<file path="config.mk">
export PLATFORM = sky130hd
export DESIGN_NAME = periodic_i2c_sensor_poller
export DESIGN_NICKNAME = d
export VERILOG_FILES = /design/src/design/psp_pkg.sv /design/src/design/psp_cfg.sv /design/src/design/psp_core.sv /design/src/design/periodic_i2c_sensor_poller.sv
export SDC_FILE = /design/constraint.sdc
export NUM_CORES = 1
export LEC_CHECK = 0
export BUFFER_PORTS_ARGS = -buffer_cell sky130_fd_sc_hd__buf_4
export CORE_ASPECT_RATIO = 0.8
export CORE_MARGIN = 1.5
export CORE_UTILIZATION = 64
export CTS_CLUSTER_DIAMETER = 50
export DETAILED_ROUTE_END_ITERATION = 8
export PLACE_DENSITY = 0.85
export SLEW_MARGIN = 20
export SYNTH_ARGS = -nofsm -noshare
export SYNTH_HDL_FRONTEND = slang
export SYNTH_HIERARCHICAL = 1
export SYNTH_SLANG_ARGS = --single-unit
</file>
<file path="constraint.sdc">
create_clock -name clk -period 9.45 [get_ports clk]
set_clock_uncertainty 0.15 [all_clocks]
set_input_delay 0.4725 -clock clk [delete_from_list [all_inputs] [get_ports clk]]
set_output_delay 0.4725 -clock clk [all_outputs]
set_load 0.005 [all_outputs]
</file>
<file path="src/design/psp_pkg.sv">
// ----------------------------------------------------------------------------
// psp_pkg
// Shared types, codes and reset values of the periodic sensor poller.
// ----------------------------------------------------------------------------
package psp_pkg;

  // default counter width
  localparam int TIMER_BITS_DEF = 16;

  // field widths
  localparam int ACTION_W = 2;
  localparam int WORD_W   = 16;
  localparam int PTR_W    = 8;
  localparam int CMD_W    = 2;
  localparam int PHASE_W  = 4;
  localparam int CFG_IDX_W = 3;
  localparam int CFG_DATA_W = 16;

  // packed channel widths
  localparam int IN_DATA_W  = 24;
  localparam int OUT_DATA_W = 72;

  // input actions
  localparam logic [ACTION_W-1:0] ACT_TICK    = 2'd0;
  localparam logic [ACTION_W-1:0] ACT_WR_DONE = 2'd1;
  localparam logic [ACTION_W-1:0] ACT_RD_DONE = 2'd2;
  localparam logic [ACTION_W-1:0] ACT_BUS_ERR = 2'd3;

  // bus commands
  localparam logic [CMD_W-1:0] CMD_NONE   = 2'd0;
  localparam logic [CMD_W-1:0] CMD_WR_PTR = 2'd1;
  localparam logic [CMD_W-1:0] CMD_RD_TWO = 2'd2;

  // sequencer phases
  localparam logic [PHASE_W-1:0] PH_IDLE     = 4'd0;
  localparam logic [PHASE_W-1:0] PH_TEMP_REQ = 4'd1;
  localparam logic [PHASE_W-1:0] PH_ID_REQ   = 4'd5;
  localparam logic [PHASE_W-1:0] PH_CFG_REQ  = 4'd9;
  localparam logic [PHASE_W-1:0] PH_ERROR    = 4'd13;

  // step within one register read
  localparam logic [1:0] SUB_WR_REQ  = 2'd0;
  localparam logic [1:0] SUB_WR_WAIT = 2'd1;
  localparam logic [1:0] SUB_RD_REQ  = 2'd2;
  localparam logic [1:0] SUB_RD_WAIT = 2'd3;

  // register group being read
  localparam logic [1:0] GRP_TEMP = 2'd0;
  localparam logic [1:0] GRP_ID   = 2'd1;

  // configuration register indexes
  localparam logic [CFG_IDX_W-1:0] REG_READ_PERIOD = 3'd0;
  localparam logic [CFG_IDX_W-1:0] REG_TIMEOUT     = 3'd1;
  localparam logic [CFG_IDX_W-1:0] REG_GAP         = 3'd2;
  localparam logic [CFG_IDX_W-1:0] REG_BACKOFF     = 3'd3;
  localparam logic [CFG_IDX_W-1:0] REG_TEMP_PTR    = 3'd4;
  localparam logic [CFG_IDX_W-1:0] REG_ID_PTR      = 3'd5;
  localparam logic [CFG_IDX_W-1:0] REG_CFG_PTR     = 3'd6;

  // configuration reset values
  localparam logic [WORD_W-1:0] RST_READ_PERIOD = 16'd100;
  localparam logic [WORD_W-1:0] RST_TIMEOUT     = 16'd10;
  localparam logic [WORD_W-1:0] RST_GAP         = 16'd2;
  localparam logic [WORD_W-1:0] RST_BACKOFF     = 16'd100;
  localparam logic [PTR_W-1:0]  RST_TEMP_PTR    = 8'd0;
  localparam logic [PTR_W-1:0]  RST_ID_PTR      = 8'd15;
  localparam logic [PTR_W-1:0]  RST_CFG_PTR     = 8'd1;

  // configuration set
  typedef struct packed {
    logic [WORD_W-1:0] read_period_ticks;
    logic [WORD_W-1:0] timeout_ticks;
    logic [WORD_W-1:0] gap_ticks;
    logic [WORD_W-1:0] error_backoff_ticks;
    logic [PTR_W-1:0]  temp_pointer;
    logic [PTR_W-1:0]  id_pointer;
    logic [PTR_W-1:0]  config_pointer;
  } cfg_t;

  // one input item
  typedef struct packed {
    logic [ACTION_W-1:0] action;
    logic [WORD_W-1:0]   rx_word;
    logic                bus_taken_by_other;
    logic                start_refused;
  } item_t;

  // one result item
  typedef struct packed {
    logic [CMD_W-1:0]          command;
    logic [PTR_W-1:0]          register_pointer;
    logic signed [WORD_W-1:0]  temperature_raw;
    logic [WORD_W-1:0]         device_id;
    logic [WORD_W-1:0]         config_word;
    logic                      valid_res;
    logic                      new_data;
    logic [PHASE_W-1:0]        phase;
    logic                      bus_owned;
  } res_t;

endpackage

</file>
<file path="src/design/psp_cfg.sv">
// ----------------------------------------------------------------------------
// psp_cfg
// Configuration register file, written through a plain write port.
// ----------------------------------------------------------------------------
module psp_cfg
  import psp_pkg::*;
(
  input  logic                  clk,
  input  logic                  rst_n,
  input  logic                  cfg_we,
  input  logic [CFG_IDX_W-1:0]  cfg_index,
  input  logic [CFG_DATA_W-1:0] cfg_wdata,
  output cfg_t                  cfg_o
);

  cfg_t cfg_r;

  // register writes, indexes past the list are dropped
  always_ff @(posedge clk) begin
    if (!rst_n) begin
      cfg_r.read_period_ticks   <= RST_READ_PERIOD;
      cfg_r.timeout_ticks       <= RST_TIMEOUT;
      cfg_r.gap_ticks           <= RST_GAP;
      cfg_r.error_backoff_ticks <= RST_BACKOFF;
      cfg_r.temp_pointer        <= RST_TEMP_PTR;
      cfg_r.id_pointer          <= RST_ID_PTR;
      cfg_r.config_pointer      <= RST_CFG_PTR;
    end else if (cfg_we) begin
      unique case (cfg_index)
        REG_READ_PERIOD: cfg_r.read_period_ticks   <= cfg_wdata[WORD_W-1:0];
        REG_TIMEOUT:     cfg_r.timeout_ticks       <= cfg_wdata[WORD_W-1:0];
        REG_GAP:         cfg_r.gap_ticks           <= cfg_wdata[WORD_W-1:0];
        REG_BACKOFF:     cfg_r.error_backoff_ticks <= cfg_wdata[WORD_W-1:0];
        REG_TEMP_PTR:    cfg_r.temp_pointer        <= cfg_wdata[PTR_W-1:0];
        REG_ID_PTR:      cfg_r.id_pointer          <= cfg_wdata[PTR_W-1:0];
        REG_CFG_PTR:     cfg_r.config_pointer      <= cfg_wdata[PTR_W-1:0];
        default: begin
        end
      endcase
    end
  end

  assign cfg_o = cfg_r;

endmodule

</file>
<file path="src/design/psp_core.sv">
// ----------------------------------------------------------------------------
// psp_core
// Poller state and its single-step update: one item in, one result out.
// ----------------------------------------------------------------------------
module psp_core
  import psp_pkg::*;
#(
  parameter int TIMER_BITS = TIMER_BITS_DEF
) (
  input  logic  clk,
  input  logic  rst_n,
  input  logic  step_en,
  input  item_t item,
  input  cfg_t  cfg,
  output res_t  res
);

  // compare width covering both counters and 16-bit settings
  localparam int CW = (TIMER_BITS > WORD_W) ? TIMER_BITS : WORD_W;

  logic [PHASE_W-1:0]    phase_r, phase_nxt;
  logic [TIMER_BITS-1:0] pause_r, pause_nxt;
  logic [TIMER_BITS-1:0] tmo_r, tmo_nxt;
  logic [TIMER_BITS-1:0] period_r, period_nxt;
  logic                  wdone_r, wdone_nxt;
  logic                  rdone_r, rdone_nxt;
  logic [WORD_W-1:0]     rxw_r, rxw_nxt;
  logic [WORD_W-1:0]     temp_r, temp_nxt;
  logic [WORD_W-1:0]     id_r, id_nxt;
  logic [WORD_W-1:0]     cfgw_r, cfgw_nxt;
  logic                  valid_r, valid_nxt;
  logic                  owner_r, owner_nxt;

  logic [PHASE_W-1:0]    phase_m1;
  logic [1:0]            grp;
  logic [1:0]            sub;
  logic [PTR_W-1:0]      grp_ptr;
  logic [TIMER_BITS-1:0] tmo_inc;
  logic                  tmo_hit;
  logic [CMD_W-1:0]      cmd;
  logic [PTR_W-1:0]      ptr;
  logic                  fresh;

  // decode the phase into register group and step
  assign phase_m1 = phase_r - 4'd1;
  assign grp      = phase_m1[3:2];
  assign sub      = phase_m1[1:0];
  assign grp_ptr  = (grp == GRP_TEMP) ? cfg.temp_pointer :
                    (grp == GRP_ID)   ? cfg.id_pointer : cfg.config_pointer;

  // completion timeout count
  assign tmo_inc = tmo_r + 1'b1;
  assign tmo_hit = CW'(tmo_inc) >= CW'(cfg.timeout_ticks);

  // next state for one item
  always_comb begin
    phase_nxt  = phase_r;
    pause_nxt  = pause_r;
    tmo_nxt    = tmo_r;
    period_nxt = period_r;
    wdone_nxt  = wdone_r;
    rdone_nxt  = rdone_r;
    rxw_nxt    = rxw_r;
    temp_nxt   = temp_r;
    id_nxt     = id_r;
    cfgw_nxt   = cfgw_r;
    valid_nxt  = valid_r;
    owner_nxt  = owner_r;
    cmd        = CMD_NONE;
    ptr        = '0;
    fresh      = 1'b0;
    unique case (item.action)
      ACT_WR_DONE: begin
        owner_nxt = 1'b0;
        wdone_nxt = 1'b1;
      end
      ACT_RD_DONE: begin
        owner_nxt = 1'b0;
        rdone_nxt = 1'b1;
        rxw_nxt   = item.rx_word;
      end
      ACT_BUS_ERR: begin
        owner_nxt = 1'b0;
        phase_nxt = PH_ERROR;
      end
      default: begin
        // task tick
        if (period_r != {TIMER_BITS{1'b1}}) period_nxt = period_r + 1'b1;
        priority if (pause_r != '0) begin
          pause_nxt = pause_r - 1'b1;
        end else if (phase_r == PH_IDLE) begin
          if (CW'(period_nxt) >= CW'(cfg.read_period_ticks)) begin
            period_nxt = '0;
            phase_nxt  = PH_TEMP_REQ;
          end
        end else if (phase_r < PH_ERROR) begin
          unique case (sub)
            SUB_WR_REQ, SUB_RD_REQ: begin
              // request a transfer unless another master holds the bus
              if (!(item.bus_taken_by_other && !owner_r)) begin
                owner_nxt = 1'b1;
                wdone_nxt = 1'b0;
                rdone_nxt = 1'b0;
                cmd = (sub == SUB_WR_REQ) ? CMD_WR_PTR : CMD_RD_TWO;
                ptr = (sub == SUB_WR_REQ) ? grp_ptr : '0;
                if (item.start_refused) begin
                  owner_nxt = 1'b0;
                  phase_nxt = PH_ERROR;
                end else begin
                  tmo_nxt   = '0;
                  phase_nxt = phase_r + 4'd1;
                end
              end
            end
            SUB_WR_WAIT: begin
              if (wdone_r) begin
                wdone_nxt = 1'b0;
                tmo_nxt   = '0;
                phase_nxt = phase_r + 4'd1;
                pause_nxt = TIMER_BITS'(CW'(cfg.gap_ticks));
              end else if (tmo_hit) begin
                tmo_nxt   = '0;
                owner_nxt = 1'b0;
                phase_nxt = PH_ERROR;
              end else begin
                tmo_nxt = tmo_inc;
              end
            end
            default: begin
              // waiting for read data
              if (rdone_r) begin
                rdone_nxt = 1'b0;
                tmo_nxt   = '0;
                if (grp == GRP_TEMP) begin
                  temp_nxt  = rxw_r;
                  valid_nxt = 1'b1;
                  fresh     = 1'b1;
                  phase_nxt = PH_ID_REQ;
                end else if (grp == GRP_ID) begin
                  id_nxt    = rxw_r;
                  phase_nxt = PH_CFG_REQ;
                end else begin
                  cfgw_nxt  = rxw_r;
                  phase_nxt = PH_IDLE;
                end
              end else if (tmo_hit) begin
                tmo_nxt   = '0;
                owner_nxt = 1'b0;
                phase_nxt = PH_ERROR;
              end else begin
                tmo_nxt = tmo_inc;
              end
            end
          endcase
        end else if (phase_r == PH_ERROR) begin
          pause_nxt = TIMER_BITS'(CW'(cfg.error_backoff_ticks));
          phase_nxt = PH_TEMP_REQ;
        end else begin
          // unused phase codes
          phase_nxt = PH_ERROR;
        end
      end
    endcase
  end

  // control state
  always_ff @(posedge clk) begin
    if (!rst_n) begin
      phase_r  <= PH_IDLE;
      pause_r  <= '0;
      tmo_r    <= '0;
      period_r <= '0;
      wdone_r  <= 1'b0;
      rdone_r  <= 1'b0;
      rxw_r    <= '0;
      temp_r   <= '0;
      id_r     <= '0;
      cfgw_r   <= '0;
      valid_r  <= 1'b0;
      owner_r  <= 1'b0;
    end else if (step_en) begin
      phase_r  <= phase_nxt;
      pause_r  <= pause_nxt;
      tmo_r    <= tmo_nxt;
      period_r <= period_nxt;
      wdone_r  <= wdone_nxt;
      rdone_r  <= rdone_nxt;
      rxw_r    <= rxw_nxt;
      temp_r   <= temp_nxt;
      id_r     <= id_nxt;
      cfgw_r   <= cfgw_nxt;
      valid_r  <= valid_nxt;
      owner_r  <= owner_nxt;
    end
  end

  // result of this step, read after the update
  always_comb begin
    res.command          = cmd;
    res.register_pointer = ptr;
    res.temperature_raw  = temp_nxt;
    res.device_id        = id_nxt;
    res.config_word      = cfgw_nxt;
    res.valid_res        = valid_nxt;
    res.new_data         = fresh;
    res.phase            = phase_nxt;
    res.bus_owned        = owner_nxt;
  end

endmodule

</file>
<file path="src/design/periodic_i2c_sensor_poller.sv">
// ----------------------------------------------------------------------------
// periodic_i2c_sensor_poller
// Sequencer that polls a temperature sensor on a shared two-wire bus.
// ----------------------------------------------------------------------------
// Each accepted event (task tick, pointer write done, read done, bus error)
// yields exactly one result carrying the bus command to issue and the latest
// temperature, id and configuration readings. The block takes one event per
// clock cycle while the result register is free or being read; the event is
// captured in the input register, and a step moves it through the step logic
// into the result register once that register frees up. Each step is one
// state update in psp_core.
// Configuration registers are written through cfg_we/cfg_index/cfg_wdata.
// ----------------------------------------------------------------------------
module periodic_i2c_sensor_poller
  import psp_pkg::*;
#(
  parameter int TIMER_BITS = TIMER_BITS_DEF
) (
  input  logic                  clk,
  input  logic                  rst_n,
  // event input
  input  logic                  in_tvalid,
  output logic                  in_tready,
  input  logic [IN_DATA_W-1:0]  in_tdata,   // rx_word, bus_taken_by_other, start_refused
  input  logic [ACTION_W-1:0]   in_tuser,   // action
  // results
  output logic                  out_tvalid,
  input  logic                  out_tready,
  // command, register_pointer, temperature_raw, device_id, config_word,
  // valid_res, new_data, phase, bus_owned
  output logic [OUT_DATA_W-1:0] out_tdata,
  // configuration
  input  logic                  cfg_we,
  input  logic [CFG_IDX_W-1:0]  cfg_index,
  input  logic [CFG_DATA_W-1:0] cfg_wdata
);

  logic  in_v_r;
  item_t in_r;
  logic  out_v_r;
  res_t  out_r;
  logic  step;
  cfg_t  cfg;
  res_t  res;

  // step when an item is held and the result slot frees up
  assign step      = in_v_r && (!out_v_r || out_tready);
  assign in_tready = !in_v_r || step;

  // input register
  always_ff @(posedge clk) begin
    if (!rst_n) begin
      in_v_r <= 1'b0;
    end else if (in_tready) begin
      in_v_r <= in_tvalid;
    end
  end

  always_ff @(posedge clk) begin
    if (in_tready && in_tvalid) begin
      in_r.action             <= in_tuser;
      in_r.rx_word            <= in_tdata[15:0];
      in_r.bus_taken_by_other <= in_tdata[16];
      in_r.start_refused      <= in_tdata[17];
    end
  end

  psp_cfg u_cfg (
    .clk       (clk),
    .rst_n     (rst_n),
    .cfg_we    (cfg_we),
    .cfg_index (cfg_index),
    .cfg_wdata (cfg_wdata),
    .cfg_o     (cfg)
  );

  psp_core #(
    .TIMER_BITS (TIMER_BITS)
  ) u_core (
    .clk     (clk),
    .rst_n   (rst_n),
    .step_en (step),
    .item    (in_r),
    .cfg     (cfg),
    .res     (res)
  );

  // result register
  always_ff @(posedge clk) begin
    if (!rst_n) begin
      out_v_r <= 1'b0;
    end else if (step) begin
      out_v_r <= 1'b1;
    end else if (out_tready) begin
      out_v_r <= 1'b0;
    end
  end

  always_ff @(posedge clk) begin
    if (step) begin
      out_r <= res;
    end
  end

  // pack the result
  assign out_tvalid = out_v_r;
  assign out_tdata  = {7'd0,
                       out_r.bus_owned,
                       out_r.phase,
                       out_r.new_data,
                       out_r.valid_res,
                       out_r.config_word,
                       out_r.device_id,
                       out_r.temperature_raw,
                       out_r.register_pointer,
                       out_r.command};

endmodule
</file>
# Yosys cells after proc, flatten, opt, wreduce, memory -nomap -nowiden
# Cells that the tools add are included.
totals:
  register_bits: 295
  input_bits: 50
  output_inout_bits: 74
  word_cells: 205
classes:
  addsub: 5
  order_cmp: 3
  eq_ne: 26
  muxes: 88
  bitwise: 9
  n_reduce_logical: 40
ops:
  columns: ["op", "count"]
  rows:
  - ["$mux 16", 39]
  - ["$mux 4", 12]
  - ["$add 16x1->16 const B", 2]
  - ["$ge 16x16->1", 2]
  - ["$pmux 16 s2", 1]
  - ["$mux 1", 26]
  - ["$reduce_and 7->1", 3]
  - ["$reduce_and 2->1", 9]
  - ["$mux 8", 2]
  - ["$ne 16x16->1 const B", 1]
  - ["$pmux 4 s2", 2]
  - ["$reduce_bool 16->1", 1]
  - ["$sub 16x1->16 const B", 1]
  - ["$ne 2x2->1 const B", 6]
  - ["$pmux 1 s2", 5]
  - ["$reduce_or 10->1", 1]
  - ["$eq 3x3->1 const B", 3]
  - ["$not 1->1", 9]
  - ["$reduce_or 9->1", 1]
  - ["$reduce_or 2->1", 4]
  - ["$reduce_or 8->1", 1]
  - ["$eq 2x1->1 const B", 3]
  - ["$eq 2x2->1 const B", 3]
  - ["$eq 3x2->1 const B", 2]
  - ["20 further kinds", 32]

# Longest topological paths before layout
logic_depth:
  depth_word: 10
  depth_mapped: 15
  mapped_depth_nobuf: 14

# Cells and area by module
# Netlist, hierarchy kept.
by_module_without_submodules:
  columns: ["module", "n_inst", "cells_per_inst", "area_each_um2", "seq_area_each_um2"]
  rows:
  - ["psp_core", 1, 1047, 7918.8, 2402.3]
  - ["psp_cfg", 1, 317, 3308.2, 1761.7]
  - ["periodic_i2c_sensor_poller", 1, 102, 2712.6, 2592.5]

# Worst setup path after synthesis
# No wires, ideal clock.
synth_path:
  path_kind: "input port to flip-flop"
  start: "in out_tready"
  end: "reg u_core.tmo_r[15]"
  setup_ns: 0.116
  arrival_ns: 4.961
  t_required_ns: 9.184
  slack_ns: 4.223
  stages: 8
  path_cell_list: "nor2b_4 -> nor2b_1 -> and2_1 -> clkbuf_1 -> nand2_1 -> or4_4 -> and3_1 -> a41o_1"
synth_via:
  elab_chain_cells: 3
synth_lines:
  columns: ["element", "line", "source"]
  rows:
  - ["from (decl)", "periodic_i2c_sensor_poller.sv:28", "input logic out_tready,"]
  - ["$logic_or 1x1->1", "periodic_i2c_sensor_poller.sv:47", "assign step = in_v_r && (!out_v_r || out_tready);"]
  - ["$logic_and 1x1->1", "periodic_i2c_sensor_poller.sv:47", null]
  - ["via step", "periodic_i2c_sensor_poller.sv:42", "logic step;"]
  - ["$reduce_and 7->1 (no line)", null, null]
  - ["to (signal assigned)", "psp_core.sv:184", "tmo_r <= tmo_nxt;"]
  - ["to (decl)", "psp_core.sv:23", "logic [TIMER_BITS-1:0] tmo_r, tmo_nxt;"]
# The timed path passes the listed nets, and every way through them passes these cells.
# A chain may end at the register's enable or synchronous reset.

==> summary.md <==
| Metric | Value |
|---|---|
| Status | `finished, final reports clean` |
| Initial Util | `65.0%` |
| CP Cell Sequence | `ha_1, and3_1, and4_1, and3_1, nand3_1, xnor2_1, ha_1, o21ai_0, nor2_1, nor4_1, o21ai_0, buf_4, or3b_2, a221oi_1, a21oi_1` |
| Die H | `135 um` |
| Setup TNS | `0 ps` |
| Layout fillers | `1,475` |
| Fmax | `0.221 GHz` |
| Tmin final | `4530 ps` |
| Worst slew margin | `27.9%` |
| Antenna diode count | `0` |
| Setup crit end kind | `flop` |
| Multi-input combinational cell area | `6620 um2` |
| MaxCap Viol Count | `0` |
| Routed Antenna Nets | `0` |
| Drt via density | `6.04` |
| Yosys reg bits | `295` |
| Crit start category | `flop` |
| Die width | `168 um` |
| CTS Sinks | `295` |
| Total I/O pin count | `124` |
| Port bufs | `110` |
| Initial antenna violation count | `0` |
| Crit path max-delay family | `simple AND/OR/NAND/NOR gates` |
| DRT iter0 DRCs | `1,264` |
| First-pass GRT wire length | `52,700 um` |
| Wire per inst | `18.1 um` |
| Via count | `11,200` |
| Row count | `48` |
| Share of layout cells above drive strength 1 | `15.5%` |
| CP Data Arrival Time | `4670 ps` |
| Post-cts sizing count | `0` |
| Max Fanout on Critical Path | `7` |
| Post-synth top area share | `30.2%` |
| Gr ovfl total | `0` |
| Syn-to-layout area delta | `14.9%` |
| TritonCTS Buffers | `31` |
| Power per Cell Area | `170 nW/um2` |
| TritonCTS clock tree | `done` |
| Setup-failing EPs final | `0` |
| Top_reg_cell synth | `dfxtp_1` |
| Number of global-route vias before repair | `10,400` |
| Mapped cell area | `13,900 um2` |
| Sequential area share after synthesis | `48.5%` |
| Critical path buffers and inverters | `1` |
| Worst Path Required | `9590 ps` |
| Crit path max-delay cell type | `dfxtp_1` |
| Worst IR Drop VDD | `0.150 mV` |
| Post-synthesis async set-or-reset flop share | `0%` |
| Synth area leader | `dfxtp_1` |
| Final Hold Viols | `0` |
| Leakage | `0.00648 uW` |
| Synth unique cells | `79` |
| Nets@finish | `1,655` |
| Synthesis Warnings | `6` |
| Fin util | `74.7%` |
| Top post-synthesis cells by area | `dfxtp_1, edfxtp_1, nand2_1, mux2i_1, ha_1` |
| TritonRoute pass-1 iters | `6` |
| DP HPWL | `21,800 um` |
| Min Hold Slack | `40.8 ps` |
| Max-slew violation count | `0` |
| Worst min path class | `in2reg` |
| Synth Instances | `1,466` |
| Clock buffer depth | `3` |
| Most frequent cell after synthesis | `nand2_1` |
| Sequential cell area | `6760 um2` |
| Final Cycle Share | `48.0%` |
| Cell Area, Placed | `14,800 um2` |
| Die area | `22,700 um2` |
| Mean post-synth cell area | `9.51 um2` |
| Final GP Congestion | `0.926` |
| Largest net degree at the start of global routing | `75` |
| Core ar. | `21,400 um2` |
| CTS root buf | `clkbuf_16` |
| Setup CP Type | `reg2reg` |
| CP max stage delay | `470 ps` |
| Htree depth | `1` |
| Commonest cells post-synth | `nand2_1, dfxtp_1, mux2i_1` |
| Total track usage | `29.2%` |
| Skew-Pair Late Insertion Delay | `560 ps` |
| RSZ-0062 raised after global routing | `no` |
| Final instance area | `16,000 um2` |
| Post-synth EDFFs | `85` |
| Clock-pin slew on the worst setup and hold paths | `60 ps` |
| DRC Markers | `0` |
| WL final | `33,600 um` |
| Worst Tran Pin Value | `1080 ps` |
-- sequential cells by signal, indices dropped and copies added, names as in the netlist --
| signal | count |
|---|---|
| u_core/owner_r | 1 |
| u_core/id_r | 16 |
| out_tdata | 65 |
| u_core/period_r | 16 |
| out_tvalid | 1 |
| in_r | 20 |
| u_core/wdone_r | 1 |
| u_core/phase_r | 4 |
| u_core/pause_r | 16 |
| u_cfg/cfg_o | 88 |
| u_core/temp_r | 16 |
| u_core/tmo_r | 16 |
| u_core/cfgw_r | 16 |
| u_core/rxw_r | 16 |
| in_v_r | 1 |
| u_core/rdone_r | 1 |
| u_core/valid_r | 1 |
-- stage by stage --
step           power (uW)  std cells  setup slack (ps)
5_1_grt              2800       1858              4650
3_3_place_gp         1540       1782              5190
4_1_cts              2730       1858              5020
2_1_floorplan        1480       1472              4220
3_5_place_dp         1550       1782              5130
6_report             2720       1858              4920
-- final cells by class --
type,instances,area share [%]
clock inverters,11,0.758
inverters,48,1.13
repair buffers,143,7.02
flip-flops and latches,295,42.2
clock buffers,45,5.42
multi-input cells,1041,41.3
well taps,275,2.15
-- per-layer routing --
metal	global-route usage (%)	vias to the layer above	part of all wire, %
met2	46.7	493	46
met5	0	-	0
met4	8.71	0	2.5
met1	40.5	5317	43
met3	5.39	74	8.6
li1	-	5346	-
-- cells in the final DEF, fill, tap and decap left out, types with 8 or more instances in the layout --
cell type / synthesis / routed
a31oi_1: 16 / 16
mux2_2: 50 / 50
xnor2_1: 17 / 16
dfxtp_1: 210 / 210
a21oi_1: 84 / 83
a311oi_1: 10 / 10
dlygate4sd3_1: 0 / 20
nor2b_1: 29 / 28
and3_1: 11 / 11
nor2_1: 65 / 65
nand2_1: 282 / 282
buf_4: 12 / 123
inv_1: 48 / 47
nor3_1: 22 / 22
o211ai_1: 8 / 8
o31ai_1: 13 / 13
xor2_1: 16 / 16
nand2b_1: 11 / 11
edfxtp_1: 85 / 85
clkbuf_16: 0 / 31
clkbuf_1: 58 / 10
ha_1: 45 / 45
nand3_1: 70 / 70
mux2i_1: 95 / 95
o21ai_0: 77 / 77
-- path summary, 6_finish.rpt --
check              startpoint          endpoint  slack, ps  cells past startpoint
max           u_core/tmo_r[0]     out_tdata[62]       4920                     15
min              cfg_wdata[0]    u_cfg/cfg_o[0]         40                      3
max reg2reg   u_core/tmo_r[0]     out_tdata[62]       4920                     15
min reg2reg  u_core/cfgw_r[4]  u_core/cfgw_r[4]        300                      2
-- tightest hold or removal path: stages --
cell and delay (ps):
buf_4 80, nor2b_1 40, mux2i_1 110
-- where the power goes --
group          switching [uW]  total (uW)  internal [uW]
registers                19.3        1350           1330
logic                     114         186           71.5
clock network             492        1180            693
-- kinds of logic (layout without fill, tap and decap cells) --
logic type	count (synthesis)	count (layout)	synth area share [%]
buffers and inverters	136	247	4.41
XOR/XNOR	33	33	2.07
multiplexers	145	145	10.9
flip-flops	295	295	48.5
adder cells (fa/ha/maj)	45	45	4.04
other	1	7	0.0269
AND/OR/NAND/NOR	558	558	19.2
AO/OA/AOI/OAI	253	253	11.0
-- timing repair --
action,4_1_cts,5_1_grt
endpoints found under the setup margin,0,0
hold buffers,20,0
buffers inserted,0,0
hold endpoints to repair,20,0
Note: power is estimated with default switching activity, not from simulation.
